`src/hdl/fit_policy_block_allocator_unit_assert.svh`:
```
// assertion macros for the block allocator
`ifndef FIT_POLICY_BLOCK_ALLOCATOR_UNIT_ASSERT_SVH
`define FIT_POLICY_BLOCK_ALLOCATOR_UNIT_ASSERT_SVH

// same-cycle implication, sampled on clk, off during reset
`define FPBA_ASSERT_NOW(lbl, ante, cons) \
    lbl: assert property (@(posedge clk) disable iff (!rst_n) (ante) |-> (cons)) \
        else $error("%m: check failed");

// next-cycle implication, sampled on clk, off during reset
`define FPBA_ASSERT_NEXT(lbl, ante, cons) \
    lbl: assert property (@(posedge clk) disable iff (!rst_n) (ante) |=> (cons)) \
        else $error("%m: check failed");

`endif

```
`src/hdl/fpba_pkg.sv`:
```
`default_nettype none

package fpba_pkg;

    localparam int NUM_BLOCKS_DEF = 16;
    localparam int SIZE_BITS_DEF  = 16;

    localparam int AMOUNT_W   = 16;
    localparam int INDEX_W    = 4;
    localparam int FRAG_W     = 20;
    localparam int COUNT_W    = 16;
    localparam int POLICY_W   = 2;
    localparam int BCOUNT_W   = 5;
    localparam int CFG_IDX_W  = 1;
    localparam int CFG_DATA_W = 8;

    localparam logic [FRAG_W-1:0]  FRAG_MAX  = '1;
    localparam logic [COUNT_W-1:0] COUNT_MAX = '1;

    localparam logic OP_LOAD  = 1'b0;
    localparam logic OP_ALLOC = 1'b1;

    localparam logic [CFG_IDX_W-1:0] CFG_FIT_POLICY  = 1'd0;
    localparam logic [CFG_IDX_W-1:0] CFG_BLOCK_COUNT = 1'd1;

    localparam logic [BCOUNT_W-1:0] BCOUNT_RESET = 5'd16;

    typedef enum logic [POLICY_W-1:0] {
        POL_FIRST = 2'd0,
        POL_WORST = 2'd1,
        POL_BEST  = 2'd2
    } policy_t;

    typedef enum logic [2:0] {
        ST_IDLE,
        ST_LOAD_WR,
        ST_SCAN,
        ST_ADJ_SUB,
        ST_ADJ_ADD,
        ST_FINISH
    } state_t;

    typedef struct packed {
        logic               op;
        logic [INDEX_W-1:0] load_index;
        logic [AMOUNT_W-1:0] amount;
    } item_t;

    typedef struct packed {
        logic               granted;
        logic [INDEX_W-1:0] chosen_block;
        logic [FRAG_W-1:0]  fragmentation;
        logic [COUNT_W-1:0] unplaced_count;
    } result_t;

    typedef struct packed {
        logic                clear;
        logic                sample;
        logic                sub_old;
        logic                add_new;
        logic [POLICY_W-1:0] policy;
    } scan_ctl_t;

    typedef struct packed {
        logic load_wr;
        logic alloc_wr;
        logic finish;
        logic alloc;
    } seq_t;

    function automatic int addr_bits(input int n);
        return (n > 1) ? $clog2(n) : 1;
    endfunction

endpackage

`default_nettype wire

```
`src/hdl/fpba_mem.sv`:
```
`default_nettype none

module fpba_mem #(
    parameter int DEPTH = 16,
    parameter int AW    = 4,
    parameter int DW    = 32
) (
    input  wire logic          clk,
    input  wire logic          we,
    input  wire logic [AW-1:0] waddr,
    input  wire logic [DW-1:0] wdata,
    input  wire logic          re,
    input  wire logic [AW-1:0] raddr,
    output logic      [DW-1:0] rdata
);

    logic [DW-1:0] mem [DEPTH];
    logic [DW-1:0] rdata_reg;

    always_ff @(posedge clk)
    begin
        if (we)
        begin
            mem[waddr] <= wdata;
        end
    end

    always_ff @(posedge clk)
    begin
        if (re)
        begin
            rdata_reg <= mem[raddr];
        end
    end

    assign rdata = rdata_reg;

endmodule

`default_nettype wire

```
`src/hdl/fpba_scan.sv`:
```
`default_nettype none

module fpba_scan #(
    parameter int NUM_BLOCKS = 16,
    parameter int SIZE_BITS  = 16
) (
    input  wire logic                                  clk,
    input  wire logic                                  rst_n,
    input  wire fpba_pkg::scan_ctl_t                   ctl,
    input  wire logic [SIZE_BITS-1:0]                  amt,
    input  wire logic [2*SIZE_BITS-1:0]                rd_data,
    output logic                                       found,
    output logic [fpba_pkg::addr_bits(NUM_BLOCKS)-1:0] pick,
    output logic [2*SIZE_BITS-1:0]                     wr_data,
    output logic [fpba_pkg::FRAG_W-1:0]                frag
);

    import fpba_pkg::*;

    localparam int AW    = addr_bits(NUM_BLOCKS);
    localparam int CW    = $clog2(NUM_BLOCKS + 1);
    localparam int ACC_W = SIZE_BITS + CW;
    localparam int CLW   = (ACC_W > FRAG_W) ? ACC_W : FRAG_W;

    logic                 found_reg,     found_next;
    logic [CW-1:0]        idx_reg,       idx_next;
    logic [AW-1:0]        pick_reg,      pick_next;
    logic [SIZE_BITS-1:0] best_free_reg, best_free_next;
    logic [SIZE_BITS-1:0] best_used_reg, best_used_next;
    logic [ACC_W-1:0]     acc_reg,       acc_next;

    logic [SIZE_BITS-1:0] ent_free;
    logic [SIZE_BITS-1:0] ent_used;
    logic [SIZE_BITS-1:0] new_free;
    logic [SIZE_BITS-1:0] new_used;
    logic [SIZE_BITS-1:0] operand;
    logic                 better;
    logic                 take;
    logic [CLW-1:0]       acc_wide;

    assign ent_free = rd_data[SIZE_BITS-1:0];
    assign ent_used = rd_data[2*SIZE_BITS-1:SIZE_BITS];
    assign new_free = best_free_reg - amt;
    assign new_used = best_used_reg + amt;

    // policy compare against the current pick
    always_comb
    begin
        case (ctl.policy)
            POL_WORST: better = ent_free > best_free_reg;
            POL_BEST:  better = ent_free < best_free_reg;
            default:   better = 1'b0;
        endcase
    end

    assign take = ctl.sample && (ent_free >= amt) && (!found_reg || better);

    // shared accumulator operand
    always_comb
    begin
        operand = '0;
        if (ctl.sample)
        begin
            operand = (ent_used != '0) ? ent_free : '0;
        end
        else if (ctl.sub_old)
        begin
            operand = (best_used_reg != '0) ? best_free_reg : '0;
        end
        else if (ctl.add_new)
        begin
            operand = (new_used != '0) ? new_free : '0;
        end
    end

    always_comb
    begin
        found_next     = found_reg;
        idx_next       = idx_reg;
        pick_next      = pick_reg;
        best_free_next = best_free_reg;
        best_used_next = best_used_reg;
        acc_next       = acc_reg;
        if (ctl.clear)
        begin
            found_next = 1'b0;
            idx_next   = '0;
            acc_next   = '0;
        end
        else if (ctl.sample)
        begin
            idx_next = idx_reg + 1'b1;
            acc_next = acc_reg + ACC_W'(operand);
            if (take)
            begin
                found_next     = 1'b1;
                pick_next      = idx_reg[AW-1:0];
                best_free_next = ent_free;
                best_used_next = ent_used;
            end
        end
        else if (ctl.sub_old)
        begin
            acc_next = acc_reg - ACC_W'(operand);
        end
        else if (ctl.add_new)
        begin
            acc_next = acc_reg + ACC_W'(operand);
        end
    end

    always_ff @(posedge clk or negedge rst_n)
    begin
        if (!rst_n)
        begin
            found_reg <= 1'b0;
            idx_reg   <= '0;
        end
        else
        begin
            found_reg <= found_next;
            idx_reg   <= idx_next;
        end
    end

    always_ff @(posedge clk)
    begin
        pick_reg      <= pick_next;
        best_free_reg <= best_free_next;
        best_used_reg <= best_used_next;
        acc_reg       <= acc_next;
    end

    assign acc_wide = CLW'(acc_reg);

    assign found   = found_reg;
    assign pick    = pick_reg;
    assign wr_data = {new_used, new_free};
    assign frag    = (acc_wide > CLW'(FRAG_MAX)) ? FRAG_MAX : acc_wide[FRAG_W-1:0];

endmodule

`default_nettype wire

```
`src/hdl/fpba_ctrl.sv`:
```
`default_nettype none
`include "fit_policy_block_allocator_unit_assert.svh"

module fpba_ctrl #(
    parameter int NUM_BLOCKS = 16
) (
    input  wire logic                                  clk,
    input  wire logic                                  rst_n,
    input  wire logic                                  start,
    input  wire logic                                  op_in,
    input  wire logic                                  found,
    input  wire logic [fpba_pkg::POLICY_W-1:0]         policy,
    input  wire logic [fpba_pkg::BCOUNT_W-1:0]         block_count,
    output logic                                       busy,
    output logic                                       rd_en,
    output logic [fpba_pkg::addr_bits(NUM_BLOCKS)-1:0] rd_addr,
    output fpba_pkg::scan_ctl_t                        scan_ctl,
    output fpba_pkg::seq_t                             seq
);

    import fpba_pkg::*;

    localparam int AW = addr_bits(NUM_BLOCKS);
    localparam int CW = $clog2(NUM_BLOCKS + 1);

    state_t        state_reg, state_next;
    logic [CW-1:0] cnt_reg,   cnt_next;
    logic          op_reg,    op_next;
    logic          rd_pending_reg;
    logic [CW-1:0] n_eff;

    assign n_eff = (32'(block_count) > NUM_BLOCKS) ? CW'(NUM_BLOCKS) : CW'(block_count);

    always_comb
    begin
        state_next = state_reg;
        unique case (state_reg)
            ST_IDLE:
            begin
                if (start)
                begin
                    state_next = (op_in == OP_LOAD) ? ST_LOAD_WR : ST_SCAN;
                end
            end
            ST_LOAD_WR: state_next = ST_SCAN;
            ST_SCAN:
            begin
                if (cnt_reg == n_eff)
                begin
                    state_next = (op_reg == OP_ALLOC) ? ST_ADJ_SUB : ST_FINISH;
                end
            end
            ST_ADJ_SUB: state_next = ST_ADJ_ADD;
            ST_ADJ_ADD: state_next = ST_FINISH;
            ST_FINISH:  state_next = ST_IDLE;
            default:    state_next = ST_IDLE;
        endcase
    end

    always_comb
    begin
        busy     = 1'b1;
        rd_en    = 1'b0;
        cnt_next = cnt_reg;
        op_next  = op_reg;
        seq      = '0;
        scan_ctl = '0;
        scan_ctl.policy = policy;
        scan_ctl.sample = rd_pending_reg;
        seq.alloc       = op_reg;
        unique case (state_reg)
            ST_IDLE:
            begin
                busy     = 1'b0;
                cnt_next = '0;
                if (start)
                begin
                    op_next        = op_in;
                    scan_ctl.clear = 1'b1;
                end
            end
            ST_LOAD_WR: seq.load_wr = 1'b1;
            ST_SCAN:
            begin
                if (cnt_reg != n_eff)
                begin
                    rd_en    = 1'b1;
                    cnt_next = cnt_reg + 1'b1;
                end
            end
            ST_ADJ_SUB:
            begin
                scan_ctl.sub_old = found;
                seq.alloc_wr     = found;
            end
            ST_ADJ_ADD: scan_ctl.add_new = found;
            ST_FINISH:  seq.finish = 1'b1;
            default:    busy = 1'b1;
        endcase
    end

    assign rd_addr = cnt_reg[AW-1:0];

    always_ff @(posedge clk or negedge rst_n)
    begin
        if (!rst_n)
        begin
            state_reg      <= ST_IDLE;
            cnt_reg        <= '0;
            op_reg         <= OP_LOAD;
            rd_pending_reg <= 1'b0;
        end
        else
        begin
            state_reg      <= state_next;
            cnt_reg        <= cnt_next;
            op_reg         <= op_next;
            rd_pending_reg <= rd_en;
        end
    end

    `FPBA_ASSERT_NOW(a_rd_in_range, rd_en, cnt_reg < n_eff)
    `FPBA_ASSERT_NEXT(a_accept_busy, start && state_reg == ST_IDLE, state_reg != ST_IDLE)
    `FPBA_ASSERT_NOW(a_adj_alloc_only, state_reg == ST_ADJ_SUB, op_reg == OP_ALLOC)
    `FPBA_ASSERT_NOW(a_idle_drained, state_reg == ST_IDLE, !rd_pending_reg)

endmodule

`default_nettype wire

```
`src/hdl/fit_policy_block_allocator_unit.sv`:
```
// an allocate runs the scan of n entries, a subtract, an add and a finish step; n = blocks in use
// a load writes its entry first, then scans and finishes; no new start is taken while busy
// the next start is taken in the strobe cycle
// the single compare/accumulate unit visits one block table entry per cycle
// results are strobed for one cycle; the receiver cannot stall
// reset: first fit, 16 blocks, unplaced counter zero; block table is not cleared
`default_nettype none

module fit_policy_block_allocator_unit #(
    parameter int NUM_BLOCKS = fpba_pkg::NUM_BLOCKS_DEF,
    parameter int SIZE_BITS  = fpba_pkg::SIZE_BITS_DEF
) (
    input  wire logic                            clk,
    input  wire logic                            rst_n,
    input  wire logic                            start,
    output logic                                 busy,
    input  wire fpba_pkg::item_t                 item,
    input  wire logic                            cfg_valid,
    output logic                                 cfg_ready,
    input  wire logic [fpba_pkg::CFG_IDX_W-1:0]  cfg_index,
    input  wire logic [fpba_pkg::CFG_DATA_W-1:0] cfg_data,
    output logic                                 result_valid,
    output fpba_pkg::result_t                    result
);

    import fpba_pkg::*;

    localparam int AW = addr_bits(NUM_BLOCKS);
    localparam int DW = 2 * SIZE_BITS;

    logic [POLICY_W-1:0]  policy_reg;
    logic [BCOUNT_W-1:0]  bcount_reg;
    logic [INDEX_W-1:0]   idx_reg;
    logic [SIZE_BITS-1:0] amt_reg;
    logic [COUNT_W-1:0]   unplaced_reg, unplaced_next;
    logic                 result_valid_reg;
    result_t              result_reg, result_next;

    scan_ctl_t            scan_ctl;
    seq_t                 seq;
    logic                 rd_en;
    logic [AW-1:0]        rd_addr;
    logic [DW-1:0]        rd_data;
    logic                 found;
    logic [AW-1:0]        pick;
    logic [DW-1:0]        scan_wdata;
    logic [FRAG_W-1:0]    frag;
    logic                 mem_we;
    logic [AW-1:0]        mem_waddr;
    logic [DW-1:0]        mem_wdata;
    logic                 idx_ok;
    logic                 granted;

    assign cfg_ready = 1'b1;

    always_ff @(posedge clk or negedge rst_n)
    begin
        if (!rst_n)
        begin
            policy_reg <= POL_FIRST;
            bcount_reg <= BCOUNT_RESET;
        end
        else if (cfg_valid && cfg_ready)
        begin
            unique case (cfg_index)
                CFG_FIT_POLICY:  policy_reg <= cfg_data[POLICY_W-1:0];
                CFG_BLOCK_COUNT: bcount_reg <= cfg_data[BCOUNT_W-1:0];
                default:         policy_reg <= policy_reg;
            endcase
        end
    end

    always_ff @(posedge clk)
    begin
        if (start && !busy)
        begin
            idx_reg <= item.load_index;
            amt_reg <= SIZE_BITS'(item.amount);
        end
    end

    fpba_ctrl #(
        .NUM_BLOCKS (NUM_BLOCKS)
    ) u_ctrl (
        .clk         (clk),
        .rst_n       (rst_n),
        .start       (start),
        .op_in       (item.op),
        .found       (found),
        .policy      (policy_reg),
        .block_count (bcount_reg),
        .busy        (busy),
        .rd_en       (rd_en),
        .rd_addr     (rd_addr),
        .scan_ctl    (scan_ctl),
        .seq         (seq)
    );

    fpba_scan #(
        .NUM_BLOCKS (NUM_BLOCKS),
        .SIZE_BITS  (SIZE_BITS)
    ) u_scan (
        .clk     (clk),
        .rst_n   (rst_n),
        .ctl     (scan_ctl),
        .amt     (amt_reg),
        .rd_data (rd_data),
        .found   (found),
        .pick    (pick),
        .wr_data (scan_wdata),
        .frag    (frag)
    );

    assign idx_ok    = 32'(idx_reg) < NUM_BLOCKS;
    assign mem_we    = (seq.load_wr && idx_ok) || seq.alloc_wr;
    assign mem_waddr = seq.load_wr ? AW'(idx_reg) : pick;
    assign mem_wdata = seq.load_wr ? {{SIZE_BITS{1'b0}}, amt_reg} : scan_wdata;

    fpba_mem #(
        .DEPTH (NUM_BLOCKS),
        .AW    (AW),
        .DW    (DW)
    ) u_mem (
        .clk   (clk),
        .we    (mem_we),
        .waddr (mem_waddr),
        .wdata (mem_wdata),
        .re    (rd_en),
        .raddr (rd_addr),
        .rdata (rd_data)
    );

    assign granted = (seq.alloc == OP_ALLOC) && found;

    always_comb
    begin
        unplaced_next = unplaced_reg;
        if (seq.finish && (seq.alloc == OP_ALLOC) && !found && (unplaced_reg != COUNT_MAX))
        begin
            unplaced_next = unplaced_reg + 1'b1;
        end
        result_next.granted        = granted;
        result_next.chosen_block   = granted ? INDEX_W'(pick) : '0;
        result_next.fragmentation  = frag;
        result_next.unplaced_count = unplaced_next;
    end

    always_ff @(posedge clk or negedge rst_n)
    begin
        if (!rst_n)
        begin
            unplaced_reg     <= '0;
            result_valid_reg <= 1'b0;
        end
        else
        begin
            unplaced_reg     <= unplaced_next;
            result_valid_reg <= seq.finish;
        end
    end

    always_ff @(posedge clk)
    begin
        if (seq.finish)
        begin
            result_reg <= result_next;
        end
    end

    assign result_valid = result_valid_reg;
    assign result       = result_reg;

endmodule

`default_nettype wire
```
`config.mk`:
```
export PLATFORM = sky130hd
export DESIGN_NAME = fit_policy_block_allocator_unit
export DESIGN_NICKNAME = d
export VERILOG_FILES = /design/src/hdl/fpba_pkg.sv /design/src/hdl/fpba_mem.sv /design/src/hdl/fpba_scan.sv /design/src/hdl/fpba_ctrl.sv /design/src/hdl/fit_policy_block_allocator_unit.sv
export VERILOG_INCLUDE_DIRS = /design/src /design/src/hdl
export SDC_FILE = /design/constraint.sdc
export NUM_CORES = 1
export LEC_CHECK = 0
export ABC_AREA = 1
export BUFFER_PORTS_ARGS = -buffer_cell sky130_fd_sc_hd__buf_2
export CAP_MARGIN = 25
export CORE_UTILIZATION = 45
export CTS_CLUSTER_DIAMETER = 150
export DETAILED_ROUTE_END_ITERATION = 7
export SYNTH_ARGS = -nofsm -noshare
export SYNTH_HDL_FRONTEND = slang
export SYNTH_SLANG_ARGS = --single-unit
```
`constraint.sdc`:
```
create_clock -name clk -period 5.4 [get_ports clk]
set_input_delay 0.54 -clock clk [delete_from_list [all_inputs] [get_ports clk]]
set_output_delay 0.54 -clock clk [all_outputs]
set_load 0.01 [all_outputs]
```
==> flow_summary.ini, run 1 <==
[status]
status = completed

[worst_setup_path]
crit_fanout = 15
max_stage_delay_ns = 0.47
critPathArrivalTime_ns = 5.32
cp.required_ns = 5.96
cp_slowest_cell = edfxtp_1
reg2reg_depth = 28
ff2ff_setup_slack_ns = 0.64
reg2reg_from = amt_reg[0]
path_class = flop to flop
cp-end-kind = flop
worstReg2RegEnd = u_scan.acc_reg[9]
critPathLaunchType = flop

[place]
place_ws_ns = 0.7319
gp_congestion = 0.9145
dp_hpwl_um = 55930
io_buffers = 73
post_dp_cell_area_um2 = 33610
place_inst = 3898

[grt]
antenna_found_initial = 2
overflow = 0
grt_pass1_vias = 21920
gr-usage-all-layers = 0.2472
grt_start_max_net_pins = 114
grt_pass1_wl_um = 131900

[floorplanning]
die_x_um = 268.1
core_um2 = 70030
fp-row-count = 97
io_pins = 78
die_h_um = 268.1
initial_core_util = 0.4550
die_area_um2 = 71870

[min_path]
hp-start = item[13]
hold_class = input port to flop
hold_depth = 1
holdPathEnd = amt_reg[13]

[timing]
fin_crit_sh = 0.8823
min_period_ns = 4.765
rsz0062_at_grt = false
setup_ws_ns = 0.6355
fmaxAchievable_mhz = 209.9
setup_tns_ns = 0
final_hold_viol_count = 0
maxSlewViolCount = 0
max_slew_margin = 0.3091
setup_violations = 0
max_slew.worst_pin.slew_ns = 1.034
clock_skew_ns = 0.03664

[cells_and_area]
drive_gt1_frac = 0.1089
fillers = 6199
multi_input_area_um2 = 9988
largest_reg_flops = 512
mostFrequentLayoutCell = edfxtp_1
diodes = 0
instances_no_fill = 4044
mostFrequentLayoutCells = edfxtp_1 (641), nand2_1 (480), nor2_1 (373)
seq_area_um2 = 20650
area_delta_synth_final_pct = 13.74
stdcell_area_um2 = 36240
num-nets-final = 3184
final_util = 0.5175

[job]
maxCapViolations = 0

[clock_tree]
htreeDepth = 3
cts_tree = yes
cts_resized = 0
cts-root-buf = clkbuf_16
clk_pin_slew_ns = 0.06
cts_max_path_buffers = 3
clk_latency_ns = 0.64
cts.sinks = 701
cts-buffers-inserted = 76

[route]
wl_um = 88670
antenna_left = 0
drt-pass1-iter-count = 6
route.vias.total = 22480
vias_per_cell = 5.558
drc = 0
drtIter0Drc = 2009
post_drt_wl_per_cell_um = 21.93

[yosys]
seq_area_frac_synth = 0.6480
syn_inst = 2951
synth_edf_count = 641
yosysWarnings = 0
synth.cell_area_um2 = 31860
ys_async_sr_fraction = 0.05563
synth-main-ff-cell = edfxtp_1
ys_types = 54
synthesis.nets = 3088
ys_ff_latch = 701
syn_area_per_cell_um2 = 10.80

[pwr]
ir_drop_uv = 314.5
powerDensity_nw_per_um2 = 579.7
p_leak_nw = 13.58
==> area by class of cell <==
type | count | area share
Sequential cell | 701 | 0.5699
Multi-Input combinational cell | 1888 | 0.2756
Clock buffer | 89 | 0.05410
Tap cell | 940 | 0.03246
Timing Repair Buffer | 149 | 0.02907
Inverter | 231 | 0.02410
Clock inverter | 46 | 0.01471
==> metal layers <==
| metal | GRT usage | vias to the layer above | wire length (um) |
|---|---|---|---|
| met1 | 0.3309 | 10970 | 38130 |
| li1 | - | 10600 | - |
| met4 | 0.08602 | 0 | 2703 |
| met5 | 0 | - | 0 |
| met3 | 0.04114 | 149 | 5530 |
| met2 | 0.4072 | 762 | 42300 |
==> synth_stat cells, types with 2 or more instances <==
library cell / count / area, um^2
a21boi_0: 3 / 22.52
a21o_1: 6 / 45.04
a21oi_1: 135 / 675.7
a31oi_1: 21 / 131.4
and2_1: 2 / 12.51
and3_1: 2 / 12.51
buf_1: 10 / 37.54
buf_2: 12 / 60.06
buf_4: 2 / 15.01
clkbuf_1: 106 / 397.9
dfrtp_1: 38 / 950.9
dfxtp_1: 21 / 420.4
edfxtp_1: 641 / 19250
fa_1: 4 / 80.08
ha_1: 99 / 1239
inv_1: 219 / 822.0
inv_2: 11 / 41.29
mux2_2: 3 / 33.78
nand2_1: 480 / 1802
nand2_2: 7 / 43.79
nand3_1: 90 / 450.4
nand3_2: 12 / 120.1
nand3b_1: 9 / 67.56
nand4_1: 45 / 281.5
nor2_1: 392 / 1471
nor2_2: 3 / 18.77
nor3_1: 14 / 70.07
nor3_2: 3 / 30.03
nor4_1: 5 / 31.28
o211ai_1: 6 / 45.04
o21a_1: 2 / 15.01
o21ai_0: 339 / 1697
o21ai_1: 9 / 45.04
o21bai_1: 6 / 45.04
o22ai_1: 128 / 800.8
or2_1: 3 / 18.77
or2_2: 11 / 68.82
xnor2_1: 13 / 113.9
xor2_1: 24 / 210.2
==> where the power goes <==
part           leakage [nW]  internal, mW  switching, mW
logic                  5.84          2.24           5.53
clock network          1.22          3.01           2.17
registers              6.52          7.53          0.528
total                  13.6          12.8           8.23
==> metrics by stage <==
step | power [mW] | hold WS, ns
6_report | 21.01 | 0.08205
5_1_grt | 22.23 | 0.05342
4_1_cts | 20.94 | 0.04964
3_5_place_dp | 15.75 | 0.4430
3_3_place_gp | 15.54 | 0.4344
2_1_floorplan | 12.90 | 0.2444
==> worst max path at each step <==
stage / startpoint / endpoint / slack [ns]
2_1_floorplan: amt_reg[0] / u_scan.acc_reg[10] / 1.58
3_3_place_gp: amt_reg[0] / u_scan.acc_reg[9] / 0.77
3_5_place_dp: amt_reg[0] / u_scan.acc_reg[9] / 0.73
4_1_cts: amt_reg[0] / u_scan.acc_reg[9] / 0.66
5_1_grt: amt_reg[0] / u_scan.acc_reg[9] / 0.20
6_report: amt_reg[0] / u_scan.acc_reg[9] / 0.64
==> kinds of logic after synthesis <==
logic type	Yosys count	synth area share
xor gates and xnor gates	38	0.01068
muxes	3	0.001060
other	1	0.0001177
and+or+nand+nor	1082	0.1427
DFF	701	0.6480
AOI/OAI and AO/OA	661	0.1124
buffers and inverters	362	0.04359
adders and majority gates	103	0.04139
==> timing repair <==
| action | in CTS | in global routing |
|---|---|---|
| buffers inserted | 0 | 0 |
| endpoints found under the hold margin | 0 | 16 |
| setup endpoints to repair | 0 | 0 |
| hold buffers | 0 | 1 |
==> worst max-delay path: cells and delay by family, from the launching register on <==
family | cells | cell delay [ns]
adders and majority gates | 3 | 1.10
buffers and inverters | 5 | 0.62
DFF | 1 | 0.47
AOI/OAI and AO/OA | 7 | 1.19
and+or+nand+nor | 13 | 1.32
(Power assumes the default switching activity.)
==> run 2, diff against run 1 <==
GPL_TIMING_DRIVEN = 0   (was not set)
==> run 2 against run 1 <==
First-iteration DRC count increased by 11%. Non-clock buffer count increased by 103. Clock-buffer cell count increased by 4. Global-route usage increased by 2.0 points. Design area increased by 1.0%. Critical endpoint is now u_scan.acc_reg[18]. Sequential cell count unchanged. Via count increased by 4.3%. Setup slack got worse by 0.20 ns.
==> flow_summary.ini, run 2 (synthesis results as in run 1) <==
[pwr]
p_sw_frac = 0.4096
p_leak_nw = 13.63
switching_power_mw = 8.750
power_mw = 21.36
p_comb_frac = 0.399
ir_drop_uv = 302.7
powerDensity_nw_per_um2 = 583.6
p_int_mw = 12.61
p_clk_frac = 0.230
p_seq_frac = 0.371

[worst_setup_path]
path_class = flop to flop
cp-end-kind = flop
worstReg2RegEnd = u_scan.acc_reg[18]
cp_num_cells = 26
max_stage_delay_ns = 0.46
reg2reg_from = amt_reg[0]
crit_family = simple AND/OR/NAND/NOR gates
cp_slowest_cell = o21bai_1
crit_buf_inv = 3
reg2reg_depth = 26
crit_fanout = 10
crit_path_end = u_scan.acc_reg[18]
ff2ff_setup_slack_ns = 0.44
cp-startpoint = amt_reg[0]
crit_top_cell = nand2_1
critPathLaunchType = flop
critPathArrivalTime_ns = 5.53
cp.required_ns = 5.97

[route]
route.vias.total = 23430
vias_per_cell = 5.653
wl_um = 95800
post_drt_wl_per_cell_um = 23.11
drt-pass1-iter-count = 5
antenna_left = 0
drc = 0
drtIter0Drc = 2226

[clock_tree]
cts-buffers-inserted = 74
cts-root-buf = clkbuf_16
cts_resized = 0
htreeDepth = 3
cts.sinks = 701
clk_pin_slew_ns = 0.06
cts_setup_buffers = 0
cts_max_path_buffers = 3
cts_tree = yes
clk_latency_ns = 0.64

[place]
post_dp_cell_area_um2 = 34180
place_ws_ns = 0.5205
dp_hpwl_um = 69970
gp_congestion = 0.9289
place_inst = 4004
io_buffers = 73

[grt]
overflow = 0
grt_start_max_net_pins = 40
antenna_found_initial = 3
grt_pass1_vias = 22910
gr-usage-all-layers = 0.2668
grt_pass1_wl_um = 140900

[timing]
setup_violations = 0
setup_tns_ns = 0
final_hold_viol_count = 0
rsz0062_at_grt = false
min_period_ns = 4.963
clock_skew_ns = 0.01714
setup_ws_ns = 0.4375
maxSlewViolCount = 0
fin_crit_sh = 0.9190
max_slew_margin = 0.2551
fmaxAchievable_mhz = 201.5
hold_ws_ns = 0.08195
max_slew.worst_pin.slew_ns = 1.113

[floorplanning]
die_x_um = 268.1
io_pins = 78
fp-row-count = 97
die_h_um = 268.1
core_um2 = 70030
die_area_um2 = 71870
initial_core_util = 0.4550

[min_path]
hold_depth = 1
hold_class = input port to flop

[job]
maxCapViolations = 0

[status]
status = completed

[cells_and_area]
diodes = 0
num-nets-final = 3285
stdcell_area_um2 = 36600
mostFrequentLayoutCell = edfxtp_1
final_util = 0.5227
drive_gt1_frac = 0.09797
largest_reg_flops = 512
area_delta_synth_final_pct = 14.88
instances_no_fill = 4145
mostFrequentLayoutCells = edfxtp_1 (641), nand2_1 (480), nor2_1 (376)
[run 2: cell count changes in the layout (fill, tap and decap cells not counted), moves of 5 or more]
cell       previous run  this run
buf_6                 7        13
o21ai_0             337       324
buf_4                59        15
bufinv_16             8         3
buf_16                1         8
buf_2                73        87
buf_12                4        13
clkbuf_1             12       122
buf_1                 0         9
o21ai_1              11        24
[run 2: how the worst min path moves through the flow]
stage / start / end / slack [ns]
2_1_floorplan: rst_n / bcount_reg[0] / 0.24
3_3_place_gp: u_mem.rdata[28] / u_scan.best_used_reg[12] / 0.44
3_5_place_dp: u_scan.idx_reg[2] / u_scan.pick[2] / 0.43
4_1_cts: item[18] / idx_reg[2] / 0.05
5_1_grt: item[17] / idx_reg[1] / 0.05
6_report: item[14] / amt_reg[14] / 0.08
[run 2: cell type report]
class,instances,area (um^2)
multi-input combinational,1888,9968
tap,940,1176
clock buffer,93,1976
inverter,231,867.1
timing repair buffer,121,1094
buffer,131,523.0
fill,6101,33420
clock inverter,40,354.1
sequential,701,20650
[run 2: power groups by stage]
stage          Clock, mW  Sequential, mW  Combinational (mW)
3_5_place_dp           0            8.03                8.30
5_1_grt             5.18            7.96                9.33
3_3_place_gp           0            8.10                7.79
4_1_cts             4.98            7.92                8.33
2_1_floorplan          0            7.88                5.02
6_report            4.91            7.92                8.53
[run 2: what timing repair did]
action | CTS | global route
endpoints found under the hold margin | 0 | 18
setup endpoints to repair | 0 | 0
hold buffers | 0 | 1
[run 2: routing by layer]
metal  GRT usage  share of wire  wire length [um]  vias up
met5           0              0                 0        -
met4      0.1093          0.040              3851        0
met3     0.04536          0.073              6965      224
met2      0.4468           0.48             45840     1036
met1      0.3435           0.41             39140    11370
li1            -              -                 -    10800
==> run 3, diff against run 2 <==
ABC_CLOCK_PERIOD_IN_PS = 5400   (was not set)
BUFFER_PORTS_ARGS = -buffer_cell sky130_fd_sc_hd__clkbuf_2   (was -buffer_cell sky130_fd_sc_hd__buf_2)
==> run 3 against run 2 <==
Total power grew 1.0%. Fmax rose by 2.3%. Setup slack gained 0.11 ns. Cell count hardly changed. Sequential share of layout area down 0.22 points. Combinational power barely moved. Critical path type unchanged. Utilization is 0.21 points higher. Design area rose by 0.40%. Clock power increased by 4%. Non-clock buffer count rose by 1. Register-to-register slack better by 0.11 ns. Largest power group unchanged.
==> flow_summary.ini, run 3 (synthesis results as in run 1) <==
[clock_tree]
cts_max_path_buffers = 3
cts_tree = yes
clk_latency_ns = 0.65
htreeDepth = 3
cts.sinks = 701
cts-root-buf = clkbuf_16
cts_resized = 0
clk_pin_slew_ns = 0.06
cts-buffers-inserted = 76

[timing]
max_slew_margin = 0.2722
fin_crit_sh = 0.8979
min_period_ns = 4.849
final_hold_viol_count = 0
max_slew.worst_pin.slew_ns = 1.084
fmaxAchievable_mhz = 206.2
maxSlewViolCount = 0
hold_ws_ns = 0.07354
rsz0062_at_grt = false
setup_ws_ns = 0.5512
setup_violations = 0
setup_tns_ns = 0
clock_skew_ns = 0.03518

[worst_setup_path]
cp.required_ns = 5.92
critPathArrivalTime_ns = 5.36
reg2reg_from = amt_reg[0]
cp-startpoint = amt_reg[0]
path_class = flop to flop
crit_top_cell = nand2_1
critPathLaunchType = flop
crit_fanout = 10
cp-end-kind = flop
cp_slowest_cell = edfxtp_1
max_stage_delay_ns = 0.45

[floorplanning]
die_x_um = 268.1
fp-row-count = 97
die_h_um = 268.1
core_um2 = 70030
die_area_um2 = 71870
io_pins = 78
initial_core_util = 0.4550

[cells_and_area]
drive_gt1_frac = 0.09853
num-nets-final = 3288
final_util = 0.5248
mostFrequentLayoutCells = edfxtp_1 (641), nand2_1 (480), nor2_1 (376)
largest_reg_flops = 512
area_delta_synth_final_pct = 15.34
mostFrequentLayoutCell = edfxtp_1
stdcell_area_um2 = 36750

[grt]
grt_start_max_net_pins = 40
grt_pass1_wl_um = 140300
grt_pass1_vias = 22810
antenna_found_initial = 1
gr-usage-all-layers = 0.2663
overflow = 0

[route]
drt-pass1-iter-count = 5
drtIter0Drc = 2268
post_drt_wl_per_cell_um = 23.04
drc = 0
route.vias.total = 23250
antenna_left = 0
vias_per_cell = 5.606
wl_um = 95580

[min_path]
hp-start = item[12]
hold_class = input port to flop

[place]
dp_hpwl_um = 70160
gp_congestion = 0.9630
post_dp_cell_area_um2 = 34220
place_ws_ns = 0.6320
io_buffers = 73

[pwr]
ir_drop_uv = 325.5
powerDensity_nw_per_um2 = 587.2
p_leak_nw = 13.70

[status]
status = completed

[job]
maxCapViolations = 0
## run 3: changes by cell type in the layout (fill, tap and decap cells not counted), moves of 2 or more
cell / change
bufinv_16: +3
clkbuf_2: +73
clkinvlp_4: -2
clkinv_8: -2
buf_6: +3
buf_2: -73
buf_4: -4
clkinv_2: -2
## run 3: area by class of cell
cell class	count	area, um^2
well taps	940	1176
multi-input cells	1888	9968
clock buffers	94	1991
diodes	1	2.502
flip-flops and latches	701	20650
repair buffers	122	1125
inverters	231	867.1
plain buffers	131	523.0
fillers	6163	33280
clock inverters	40	450.4
## run 3: routing by layer
layer / vias to the layer above / GRT usage / routed length (um)
met2: 1017 / 0.4531 / 46410
li1: 10800 / - / -
met1: 11220 / 0.3437 / 38640
met3: 210 / 0.03794 / 6711
met5: - / 0 / 0
met4: 0 / 0.1039 / 3811
## run 3: worst max-delay path, delay by kind of cell, from the launching register on
kind                     cells  cell delay (ns)
AO/OA/AOI/OAI                4             0.85
adder cells (fa/ha/maj)      4             1.29
buffers and inverters        4             0.40
flip-flops                   1             0.45
AND/OR/NAND/NOR             18             1.69
## run 3: per-stage QoR
| stage | power [mW] | instances |
|---|---|---|
| 2_1_floorplan | 12.90 | 2951 |
| 3_3_place_gp | 15.91 | 3964 |
| 3_5_place_dp | 16.38 | 4006 |
| 4_1_cts | 21.47 | 4140 |
| 5_1_grt | 22.70 | 4147 |
| 6_report | 21.58 | 4148 |
## run 3: where the power goes
group          switching (mW)  leakage, nW  internal [mW]
sequential              0.392         6.52           7.52
clock                    2.17         1.18           2.94
combinational            6.20         6.00           2.35
total                    8.77         13.7           12.8
## run 3: worst paths after layout
kind	end	slack (ns)	cells past startpoint
min	amt_reg[12]	0.07	1
max in group asynchronous	bcount_reg[4]	4.50	3
min in group asynchronous	unplaced_reg[12]	0.35	2
max	u_scan.acc_reg[14]	0.55	30
min reg2reg	u_scan.best_used_reg[3]	0.45	0
max reg2reg	u_scan.acc_reg[14]	0.55	30
## run 3: what timing repair did
action / in CTS / in global routing
hold buffers: 0 / 1
endpoints found under the hold margin: 0 / 12
setup buffers: 0 / 0
